`src/rtl/core/mwpt_pkg.sv`:
```
`default_nettype none

package mwpt_pkg;

    // Field widths
    localparam int POS_W      = 32;
    localparam int ANG_W      = 16;
    localparam int RES_W      = 24;
    localparam int CFG_IDX_W  = 3;
    localparam int CFG_DATA_W = 32;

    // Datapath widths
    localparam int SC_W   = 32;              // cosine / sine, signed Q.30
    localparam int AX_W   = POS_W + 1;       // operand after origin subtraction
    localparam int PR_W   = SC_W + AX_W;     // one rotation product
    localparam int SUM_W  = PR_W + 1;        // sum of two products
    localparam int RND_SH = 30;
    localparam int R_W    = SUM_W - RND_SH;  // rotated value, Q.16
    localparam int MP_W   = R_W + RES_W + 1; // rotated value times resolution
    localparam int SC_SH  = 16;
    localparam int RS_W   = MP_W - SC_SH;
    localparam int OS_W   = RS_W + 1;        // scaled value plus origin
    localparam int DVD_W  = R_W + SC_SH + 1; // dividend for world to map
    localparam int Q_W    = POS_W + 1;       // quotient bits kept
    localparam int REM_W  = RES_W + Q_W;     // partial remainder
    localparam int CZ_W   = 34;              // CORDIC x, y and angle

    localparam logic signed [CZ_W-1:0] CORDIC_GAIN = 34'sd652032874;

    // Configuration register indexes
    localparam logic [CFG_IDX_W-1:0] CFG_RESOLUTION = 3'd0;
    localparam logic [CFG_IDX_W-1:0] CFG_ORIGIN_X   = 3'd1;
    localparam logic [CFG_IDX_W-1:0] CFG_ORIGIN_Y   = 3'd2;
    localparam logic [CFG_IDX_W-1:0] CFG_ORIGIN_YAW = 3'd3;

    // Commands
    localparam logic CMD_M2W = 1'b0;
    localparam logic CMD_W2M = 1'b1;

    typedef struct packed {
        logic                    cmd;
        logic signed [POS_W-1:0] pose_x;
        logic signed [POS_W-1:0] pose_y;
        logic signed [ANG_W-1:0] heading;
    } t_in;

    typedef struct packed {
        logic signed [POS_W-1:0] out_x;
        logic signed [POS_W-1:0] out_y;
        logic signed [ANG_W-1:0] out_heading;
        logic                    saturated;
    } t_out;

    typedef enum logic [1:0] {
        CS_LOAD,
        CS_ITER,
        CS_DONE,
        CS_IDLE
    } t_cordic_state;

    // One item on its way through the divider stages
    typedef struct packed {
        logic                    cmd;
        logic [ANG_W-1:0]        hd;
        logic [POS_W-1:0]        mx;
        logic [POS_W-1:0]        my;
        logic                    mclip;
        logic                    nx;
        logic                    ny;
        logic                    ovx;
        logic                    ovy;
        logic [REM_W-1:0]        rx;
        logic [REM_W-1:0]        ry;
        logic [Q_W-1:0]          qx;
        logic [Q_W-1:0]          qy;
        logic [RES_W-1:0]        dv;
    } t_lane;

    // atan(2^-i), 2^32 per turn
    function automatic logic [31:0] atan_turns(input logic [4:0] idx);
        logic [31:0] v;
        case (idx)
            5'd0:  v = 32'h20000000;
            5'd1:  v = 32'h12E4051E;
            5'd2:  v = 32'h09FB385B;
            5'd3:  v = 32'h051111D4;
            5'd4:  v = 32'h028B0D43;
            5'd5:  v = 32'h0145D7E1;
            5'd6:  v = 32'h00A2F61E;
            5'd7:  v = 32'h00517C55;
            5'd8:  v = 32'h0028BE53;
            5'd9:  v = 32'h00145F2F;
            5'd10: v = 32'h000A2F98;
            5'd11: v = 32'h000517CC;
            5'd12: v = 32'h00028BE6;
            5'd13: v = 32'h000145F3;
            5'd14: v = 32'h0000A2FA;
            5'd15: v = 32'h0000517D;
            5'd16: v = 32'h000028BE;
            5'd17: v = 32'h0000145F;
            5'd18: v = 32'h00000A30;
            5'd19: v = 32'h00000518;
            5'd20: v = 32'h0000028C;
            5'd21: v = 32'h00000146;
            5'd22: v = 32'h000000A3;
            5'd23: v = 32'h00000051;
            default: v = 32'h0;
        endcase
        return v;
    endfunction

endpackage

`default_nettype wire

```
`src/rtl/core/mwpt_cordic.sv`:
```
`default_nettype none

module mwpt_cordic #(
    parameter int ITER = 16
) (
    input  wire                                 i_clk,
    input  wire                                 i_rst_n,
    input  wire                                 i_start,
    input  wire        [mwpt_pkg::ANG_W-1:0]    i_yaw,
    output logic signed [mwpt_pkg::SC_W-1:0]    o_cos,
    output logic signed [mwpt_pkg::SC_W-1:0]    o_sin,
    output logic                                o_busy
);

    localparam int CNT_W = $clog2(ITER);

    mwpt_pkg::t_cordic_state r_state, n_state;

    logic signed [mwpt_pkg::CZ_W-1:0] r_x, r_y, r_z;
    logic [CNT_W-1:0]                 r_cnt;
    logic                             r_flip;
    logic signed [mwpt_pkg::SC_W-1:0] r_cos, r_sin;

    logic [31:0]                      z32;
    logic                             flip;
    logic signed [mwpt_pkg::CZ_W-1:0] xs, ys, at;

    // Fold the angle into the right half plane
    always_comb begin
        z32  = {i_yaw, 16'b0};
        flip = (z32[31:30] == 2'b01) || (z32[31:30] == 2'b10);
        z32[31] = z32[31] ^ flip;
        xs = r_x >>> r_cnt;
        ys = r_y >>> r_cnt;
        at = mwpt_pkg::CZ_W'(mwpt_pkg::atan_turns(5'(r_cnt)));
    end

    // Next state
    always_comb begin
        n_state = r_state;
        case (r_state)
            mwpt_pkg::CS_LOAD: n_state = mwpt_pkg::CS_ITER;
            mwpt_pkg::CS_ITER: begin
                if (r_cnt == CNT_W'(ITER - 1)) n_state = mwpt_pkg::CS_DONE;
            end
            mwpt_pkg::CS_DONE: n_state = mwpt_pkg::CS_IDLE;
            mwpt_pkg::CS_IDLE: n_state = mwpt_pkg::CS_IDLE;
            default:           n_state = mwpt_pkg::CS_LOAD;
        endcase
        if (i_start) n_state = mwpt_pkg::CS_LOAD;
    end

    // Outputs
    always_comb begin
        o_busy = (r_state != mwpt_pkg::CS_IDLE);
        o_cos  = r_cos;
        o_sin  = r_sin;
    end

    always_ff @(posedge i_clk) begin
        if (!i_rst_n) begin
            r_state <= mwpt_pkg::CS_LOAD;
        end else begin
            r_state <= n_state;
        end
    end

    // Load, rotate one step a cycle, then store the result
    always_ff @(posedge i_clk) begin
        case (r_state)
            mwpt_pkg::CS_LOAD: begin
                r_x    <= mwpt_pkg::CORDIC_GAIN;
                r_y    <= '0;
                r_z    <= mwpt_pkg::CZ_W'($signed(z32));
                r_flip <= flip;
                r_cnt  <= '0;
            end
            mwpt_pkg::CS_ITER: begin
                if (!r_z[mwpt_pkg::CZ_W-1]) begin
                    r_x <= r_x - ys;
                    r_y <= r_y + xs;
                    r_z <= r_z - at;
                end else begin
                    r_x <= r_x + ys;
                    r_y <= r_y - xs;
                    r_z <= r_z + at;
                end
                r_cnt <= r_cnt + 1'b1;
            end
            mwpt_pkg::CS_DONE: begin
                r_cos <= mwpt_pkg::SC_W'(r_flip ? -r_x : r_x);
                r_sin <= mwpt_pkg::SC_W'(r_flip ? -r_y : r_y);
            end
            default: begin
            end
        endcase
    end

endmodule

`default_nettype wire

```
`config.mk`:
```
export PLATFORM = sky130hd
export DESIGN_NAME = mwpt_cordic
export DESIGN_NICKNAME = d
export VERILOG_FILES = /design/src/rtl/core/mwpt_pkg.sv /design/src/rtl/core/mwpt_cordic.sv
export SDC_FILE = /design/constraint.sdc
export NUM_CORES = 1
export LEC_CHECK = 0
export BUFFER_PORTS_ARGS = -buffer_cell sky130_fd_sc_hd__clkbuf_2
export CAP_MARGIN = 20
export CELL_PAD_IN_SITES_DETAIL_PLACEMENT = 1
export CELL_PAD_IN_SITES_GLOBAL_PLACEMENT = 1
export CORE_UTILIZATION = 50
export DETAILED_ROUTE_END_ITERATION = 12
export PLACE_DENSITY_LB_ADDON = 0.3
export SLEW_MARGIN = 5
export SYNTH_ARGS = -nofsm -noshare
export SYNTH_HDL_FRONTEND = slang
export SYNTH_SLANG_ARGS = --single-unit
```
`constraint.sdc`:
```
create_clock -name i_clk -period 6.95 [get_ports i_clk]
set_input_delay 0.3475 -clock i_clk [delete_from_list [all_inputs] [get_ports i_clk]]
set_output_delay 0.3475 -clock i_clk [all_outputs]
set_load 0.05 [all_outputs]
```
# == After elaboration in Yosys (flattened, before gate mapping) ==
# Memory sizes are Yosys's and may differ from the RTL's. A register that Yosys moved wholly into a read port is not among the register bits.
# Index checks and enable logic that the tools add are counted.
# classes
addsub,9
eq_ne,8
n_shift,2
mux,12
n_bitwise,2
n_reduce_logical,5
# op_table
op,count
34-bit one-hot mux with 2 select lines,3
34-bit 2-to-1 mux,3
34-bit adder,2
34-bit by 4-bit >>> shifter with 34-bit output,2
34-bit subtractor,2
32-bit 2-to-1 mux,2
32-bit negation,2
34-bit by 33-bit adder with 34-bit output,1
34-bit by 33-bit subtractor with 34-bit output,1
4-bit one-hot mux with 2 select lines,1
2-bit equality test (second input constant),3
2-bit one-hot mux with 3 select lines,1
4-bit by 1-bit adder with 4-bit output (second input constant),1
2-bit by 1-bit equality test with 1-bit output (second input constant),2
4-bit equality test (second input constant),1
4-bit 2-to-1 mux,1
2-bit != test (second input constant),2
2-bit OR reduction,2
2-bit zero test,1
2-bit 2-to-1 mux,1
2-bit nonzero test,1
1-bit logical OR,1
1-bit NOT,1
1-bit bitwise XOR,1
# word_totals
reg_bits,173
mem_bits_ro,480
inputBits,19
out_inout_bits,65
elab_cells,47
memories,1
# memory_table
memory,depth,width,read_ports,rd_clocked_by_memory_dff,write_ports,line_no,rtl
(name not given),16,30,1,1,0,mwpt_pkg.sv:82,case (idx)

# == Longest topological paths before layout ==
# depth
word_depth,4
mapped_depth,30
ltp_nobuf,24

# == Least setup slack after synthesis ==
# No wires, ideal clock.
# synth_path
path_kind,flip-flop to flip-flop
startpoint,reg r_cnt[3]
endpoint,reg r_y[33] (netlist bit) (data pin)
setup_time_ns,0.148
arrival_ns,6.006
t_required_ns,6.802
path_slack_ns,0.796
stages_incl_launch_ff,25
path_buffers,4
synth_period_minus_slack_ns,6.154
cell_sequence,edfxtp_1 -> buf_2 -> buf_1 -> clkbuf_1 -> buf_1 -> mux2_2 -> mux4_2 -> o21ai_0 -> ha_1 -> inv_1 -> a2111oi_0 -> and3_1 -> and3_1 -> a21oi_1 -> xor2_1 -> ha_1 -> a21o_1 -> a211oi_1 -> and2_1 -> o211a_1 -> nor3_1 -> o21ai_0 -> a31oi_1 -> or2_2 -> mux2i_1
# synth_via
elab_chain_len,4
elab_cells_between_ends,5
cone_classes,add/sub: 2; shift: 1; mux: 2
# synth_rtl
item,line_no,rtl
start: declaration,mwpt_cordic.sv:20,logic [CNT_W-1:0] r_cnt;
start signal: assignment,mwpt_cordic.sv:88,r_cnt <= r_cnt + 1'b1;
34-bit by 4-bit >>> shifter with 34-bit output *,mwpt_cordic.sv:33,xs = r_x >>> r_cnt;
34-bit adder / 34-bit subtractor (equally long branches),"mwpt_cordic.sv:81, mwpt_cordic.sv:85",
34-bit 2-to-1 mux *,mwpt_cordic.sv:79,if (!r_z[mwpt_pkg::CZ_W-1]) begin
34-bit one-hot mux with 2 select lines *,mwpt_cordic.sv:70,case (r_state)
end signal: assignment,mwpt_cordic.sv:81,r_y <= r_y + xs;
end signal: assignment,mwpt_cordic.sv:85,r_y <= r_y - xs;
end: declaration,mwpt_cordic.sv:19,"logic signed [mwpt_pkg::CZ_W-1:0] r_x, r_y, r_z;"
# Mark *: on every way between the ends. The rest lies on a longest branch, timed or not.
# A chain may end at the register's enable or synchronous reset.

# == Worst setup path in the final report ==
# layout_path
startpoint,reg r_cnt[0]
endpoint,reg r_y[33] (netlist bit) (data pin)
# Same word-level chain as after synthesis.

==> run_summary.xml <==
<?xml version="1.0" encoding="UTF-8"?>
<metrics>
  <group name="setup_path">
    <metric name="timing_worst_setup_path_type" unit="">flip-flop to flip-flop</metric>
    <metric name="setup.worst_path.end" unit="">r_y[33]$_SDFFCE_PP0N_</metric>
    <metric name="critPathArrivalTime" unit="ns">6.72</metric>
    <metric name="worst_setup_path_start_kind" unit="">flip-flop</metric>
    <metric name="regToRegEndpoint" unit="">r_y[33]$_SDFFCE_PP0N_</metric>
    <metric name="regToRegStartpoint" unit="">r_cnt[0]$_DFFE_PN_</metric>
    <metric name="worst_r2r_path_depth" unit="">21</metric>
    <metric name="setup.worst_path.end_class" unit="">flip-flop</metric>
    <metric name="ff2ff_setup_slack" unit="ns">0.63</metric>
    <metric name="critical_path.max_fanout" unit="">59</metric>
    <metric name="critPathRequiredTime" unit="ns">7.34</metric>
    <metric name="cp-startpoint" unit="">r_cnt[0]$_DFFE_PN_</metric>
  </group>
  <group name="synth">
    <metric name="synth-seq-area-share" unit="">0.295</metric>
    <metric name="yosys_warnings" unit="">0</metric>
    <metric name="synth_flop_cell" unit="">sky130_fd_sc_hd__edfxtp_1</metric>
    <metric name="synth_enable_flop_cells" unit="">171</metric>
    <metric name="synth_cell_type_count" unit="">80</metric>
    <metric name="dominant_combinational_cell_family_by_area_after_synthesis" unit="">compound AO/OA/AOI/OAI gates</metric>
    <metric name="synth_fa_ha_area_frac" unit="">0.0747</metric>
    <metric name="synthXorXnorAreaFrac" unit="">0.104</metric>
    <metric name="synth-simple-area-share" unit="">0.162</metric>
    <metric name="synth-async-reset-ratio" unit="">0</metric>
    <metric name="proportion_of_synthesized_area_in_mux_cells" unit="">0.137</metric>
    <metric name="post_synth_instance_area" unit="um^2">19600</metric>
    <metric name="syn_area_per_cell" unit="um^2">9.13</metric>
    <metric name="syn_nets" unit="">2277</metric>
    <metric name="synth_cells" unit="">2143</metric>
    <metric name="post_synthesis_register_bit_count" unit="">203</metric>
    <metric name="synthesized_area_fraction_occupied_by_ao_oa_aoi_and_oai_cells" unit="">0.190</metric>
  </group>
  <group name="sta">
    <metric name="tns_setup" unit="ns">0</metric>
    <metric name="layout_worst_path_cycle_share" unit="">0.910</metric>
    <metric name="max_slew_margin" unit="">0.306</metric>
    <metric name="clock.fmax" unit="MHz">158</metric>
    <metric name="report.final.slew_viol_count" unit="">0</metric>
    <metric name="finClkSkew" unit="ns">0.0135</metric>
    <metric name="tightestPinTransition" unit="ns">1.04</metric>
    <metric name="unrepaired_setup_endpoints_after_global_routing" unit="">no</metric>
    <metric name="fin_crit" unit="ns">6.32</metric>
    <metric name="report.final.setup_viol" unit="">0</metric>
    <metric name="final_hold_vio_count" unit="">0</metric>
  </group>
  <group name="global_route">
    <metric name="grt_max_degree" unit="">65</metric>
    <metric name="grt-ovfl-total" unit="">0</metric>
    <metric name="grt_pass1_wl" unit="um">100000</metric>
    <metric name="globalRouteTotalUtil" unit="">0.320</metric>
    <metric name="first_global_vias" unit="">18100</metric>
    <metric name="number_of_antenna_violations_at_the_first_check_in_global_routing" unit="">0</metric>
  </group>
  <group name="finish">
    <metric name="flow.area_growth_from_synthesis" unit="%">9.22</metric>
    <metric name="multi_input_comb_area" unit="um^2">13100</metric>
    <metric name="finish.net_count" unit="">2296</metric>
    <metric name="post-route-util" unit="">0.553</metric>
    <metric name="post_route_cells_drive_above_1_share" unit="">0.149</metric>
    <metric name="mostFrequentLayoutCell" unit="">sky130_fd_sc_hd__nor2_1</metric>
    <metric name="commonest_cells_after_routing_fill_and_taps_aside" unit="">sky130_fd_sc_hd__nor2_1 (194), sky130_fd_sc_hd__a21oi_1 (185), sky130_fd_sc_hd__nand2_1 (179)</metric>
    <metric name="final-instance-count-excl-fill" unit="">2701</metric>
    <metric name="total_area_of_sequential_cells" unit="um^2">5780</metric>
    <metric name="design_area" unit="um^2">21400</metric>
    <metric name="num-fill-cells" unit="">4485</metric>
  </group>
  <group name="clock_tree">
    <metric name="numCtsBuffers" unit="">26</metric>
    <metric name="clock_latency" unit="ns">0.56</metric>
    <metric name="clkTransAtPathRegs" unit="ns">0.06</metric>
    <metric name="cts.sink_count" unit="">203</metric>
    <metric name="clock-root-buffer" unit="">sky130_fd_sc_hd__clkbuf_16</metric>
    <metric name="htreeDepth" unit="">1</metric>
    <metric name="hold_buffers" unit="">0</metric>
    <metric name="cts_tree" unit="">built</metric>
    <metric name="ctsLongestPathBuffers" unit="">3</metric>
  </group>
  <group name="drt">
    <metric name="dr.pass1.iters" unit="">5</metric>
    <metric name="via_per_inst" unit="">6.45</metric>
    <metric name="detail_route.wirelength" unit="um">63200</metric>
    <metric name="routedWlPerCell" unit="um">23.4</metric>
    <metric name="drt-initial-drc-count" unit="">1223</metric>
    <metric name="detailroute.via_count" unit="">17400</metric>
    <metric name="detail-route-antenna-nets" unit="">0</metric>
    <metric name="post-route-drc-count" unit="">0</metric>
  </group>
  <group name="placement">
    <metric name="post_dp_cell_area" unit="um^2">20500</metric>
    <metric name="count_of_input_and_output_buffers" unit="">83</metric>
    <metric name="gpl.final_weighted_congestion" unit="">1.03</metric>
    <metric name="place_hpwl" unit="um">46100</metric>
    <metric name="numPlacedInstances" unit="">2651</metric>
  </group>
  <group name="flow_run">
    <metric name="max_cap_viol_count" unit="">0</metric>
  </group>
  <group name="power_and_ir_drop">
    <metric name="power.ir.vdd_worst" unit="uV">228</metric>
    <metric name="powerDensity" unit="nW/um^2">409</metric>
    <metric name="p_leak" unit="nW">8.51</metric>
  </group>
  <group name="die">
    <metric name="ios" unit="">84</metric>
    <metric name="floorplan.core_area" unit="um^2">38600</metric>
    <metric name="starting_density" unit="">0.506</metric>
    <metric name="placementRows" unit="">72</metric>
    <metric name="die_ht" unit="um">200</metric>
    <metric name="design.die.area" unit="um^2">39900</metric>
    <metric name="width_of_the_die" unit="um">200</metric>
  </group>
  <group name="min_path">
    <metric name="worst_hold_path_type" unit="">input pin to flip-flop</metric>
  </group>
  <group name="status">
    <metric name="status" unit="">finished clean</metric>
  </group>
</metrics>
critical path: stages (launching register included):
cell and delay [ns]:
sky130_fd_sc_hd__edfxtp_1 0.42, sky130_fd_sc_hd__buf_12 0.23, sky130_fd_sc_hd__inv_2 0.43, sky130_fd_sc_hd__mux4_2 0.58
sky130_fd_sc_hd__o21ai_0 0.36, sky130_fd_sc_hd__ha_1 0.29, sky130_fd_sc_hd__inv_1 0.09, sky130_fd_sc_hd__a2111oi_1 0.53
sky130_fd_sc_hd__and3_1 0.37, sky130_fd_sc_hd__and3_1 0.23, sky130_fd_sc_hd__a21oi_1 0.09, sky130_fd_sc_hd__xor2_1 0.17
sky130_fd_sc_hd__ha_1 0.36, sky130_fd_sc_hd__a21o_1 0.21, sky130_fd_sc_hd__a211oi_1 0.32, sky130_fd_sc_hd__and2_1 0.20
sky130_fd_sc_hd__o211a_1 0.20, sky130_fd_sc_hd__nor3_1 0.08, sky130_fd_sc_hd__o21ai_0 0.37, sky130_fd_sc_hd__a31oi_1 0.16
sky130_fd_sc_hd__or2_2 0.30, sky130_fd_sc_hd__mux2i_1 0.15
report_power, final:
part           switching [mW]  total, mW  internal, mW
registers               0.465       2.07          1.60
logic                    2.98       5.27          2.29
clock network           0.561       1.40         0.840
what timing repair did:
item                       CTS  global route
setup endpoints to repair    0             6
buffers inserted             0             1
resized for setup            0             1
how the worst min path moves through the flow:
stage                         start  slack (ns)  cells after the start            endpoint
4_1_cts                    i_yaw[8]        0.06                      3   r_z[24]$_DFFE_PN_
6_report                   i_yaw[8]        0.07                      3   r_z[24]$_DFFE_PN_
2_1_floorplan  r_y[0]$_SDFFCE_PP0N_        0.46                      0  o_sin[0]$_DFFE_PN_
3_5_place_dp   r_y[0]$_SDFFCE_PP0N_        0.55                      0  o_sin[0]$_DFFE_PN_
3_3_place_gp   r_y[0]$_SDFFCE_PP0N_        0.52                      0  o_sin[0]$_DFFE_PN_
5_1_grt                    i_yaw[1]        0.08                      3   r_z[17]$_DFFE_PN_
flip-flops by register name, summed over array words and instances, names as in the netlist:
name,cells
o_cos,32
r_x,34
r_cnt,4
o_sin,32
r_y,34
r_state,2
r_z,34
at,30
r_flip,1
synthesized netlist by cell type, types with 25 or more instances:
library cell	number	area share
sky130_fd_sc_hd__nand3_1	29	0.0074
sky130_fd_sc_hd__o31ai_1	25	0.0096
sky130_fd_sc_hd__mux2_2	44	0.025
sky130_fd_sc_hd__nand2b_1	27	0.0086
sky130_fd_sc_hd__inv_1	51	0.0098
sky130_fd_sc_hd__mux4_2	78	0.090
sky130_fd_sc_hd__xor2_1	84	0.038
sky130_fd_sc_hd__xnor2_1	148	0.066
sky130_fd_sc_hd__ha_1	112	0.072
sky130_fd_sc_hd__dfxtp_1	32	0.033
sky130_fd_sc_hd__buf_1	29	0.0056
sky130_fd_sc_hd__a31oi_1	34	0.011
sky130_fd_sc_hd__a21oi_1	185	0.047
sky130_fd_sc_hd__o21ai_0	125	0.032
sky130_fd_sc_hd__nand2_1	180	0.035
sky130_fd_sc_hd__nor3_1	59	0.015
sky130_fd_sc_hd__a21o_1	56	0.021
sky130_fd_sc_hd__clkbuf_1	87	0.017
sky130_fd_sc_hd__mux2i_1	42	0.021
sky130_fd_sc_hd__nor2_1	195	0.037
sky130_fd_sc_hd__edfxtp_1	171	0.26
area by class of cell:
class / count / area share
Inverter: 55 / 0.00978
Sequential cell: 203 / 0.270
Clock inverter: 13 / 0.00574
Multi-Input combinational cell: 1751 / 0.612
Tap cell: 518 / 0.0303
Timing Repair Buffer: 125 / 0.0363
Clock buffer: 35 / 0.0356
Antenna cell: 1 / 0.000117
cell families after synthesis:
| family | after synthesis |
|---|---|
| xor gates and xnor gates | 232 |
| and+or+nand+nor | 653 |
| AOI/OAI and AO/OA | 587 |
| DFF | 203 |
| buffers and inverters | 189 |
| muxes | 164 |
| adders and majority gates | 115 |
through the flow:
step                      power (mW)  worst slack [ns]  hold WS, ns
after detailed placement        7.25             0.354        0.554
after global placement          7.02             0.712        0.515
after floorplan                 5.87             0.796        0.460
after global routing            9.35            0.0865       0.0761
final                           8.74             0.625       0.0744
after CTS                       8.70             0.261       0.0586
per-layer routing:
layer	share of wire	vias to the layer above	track usage
met5	0	-	0
met4	0.047	0	0.146
met3	0.057	178	0.0464
met2	0.50	594	0.570
met1	0.40	8619	0.380
li1	-	8026	-
Power figures use the tool's default switching activity.
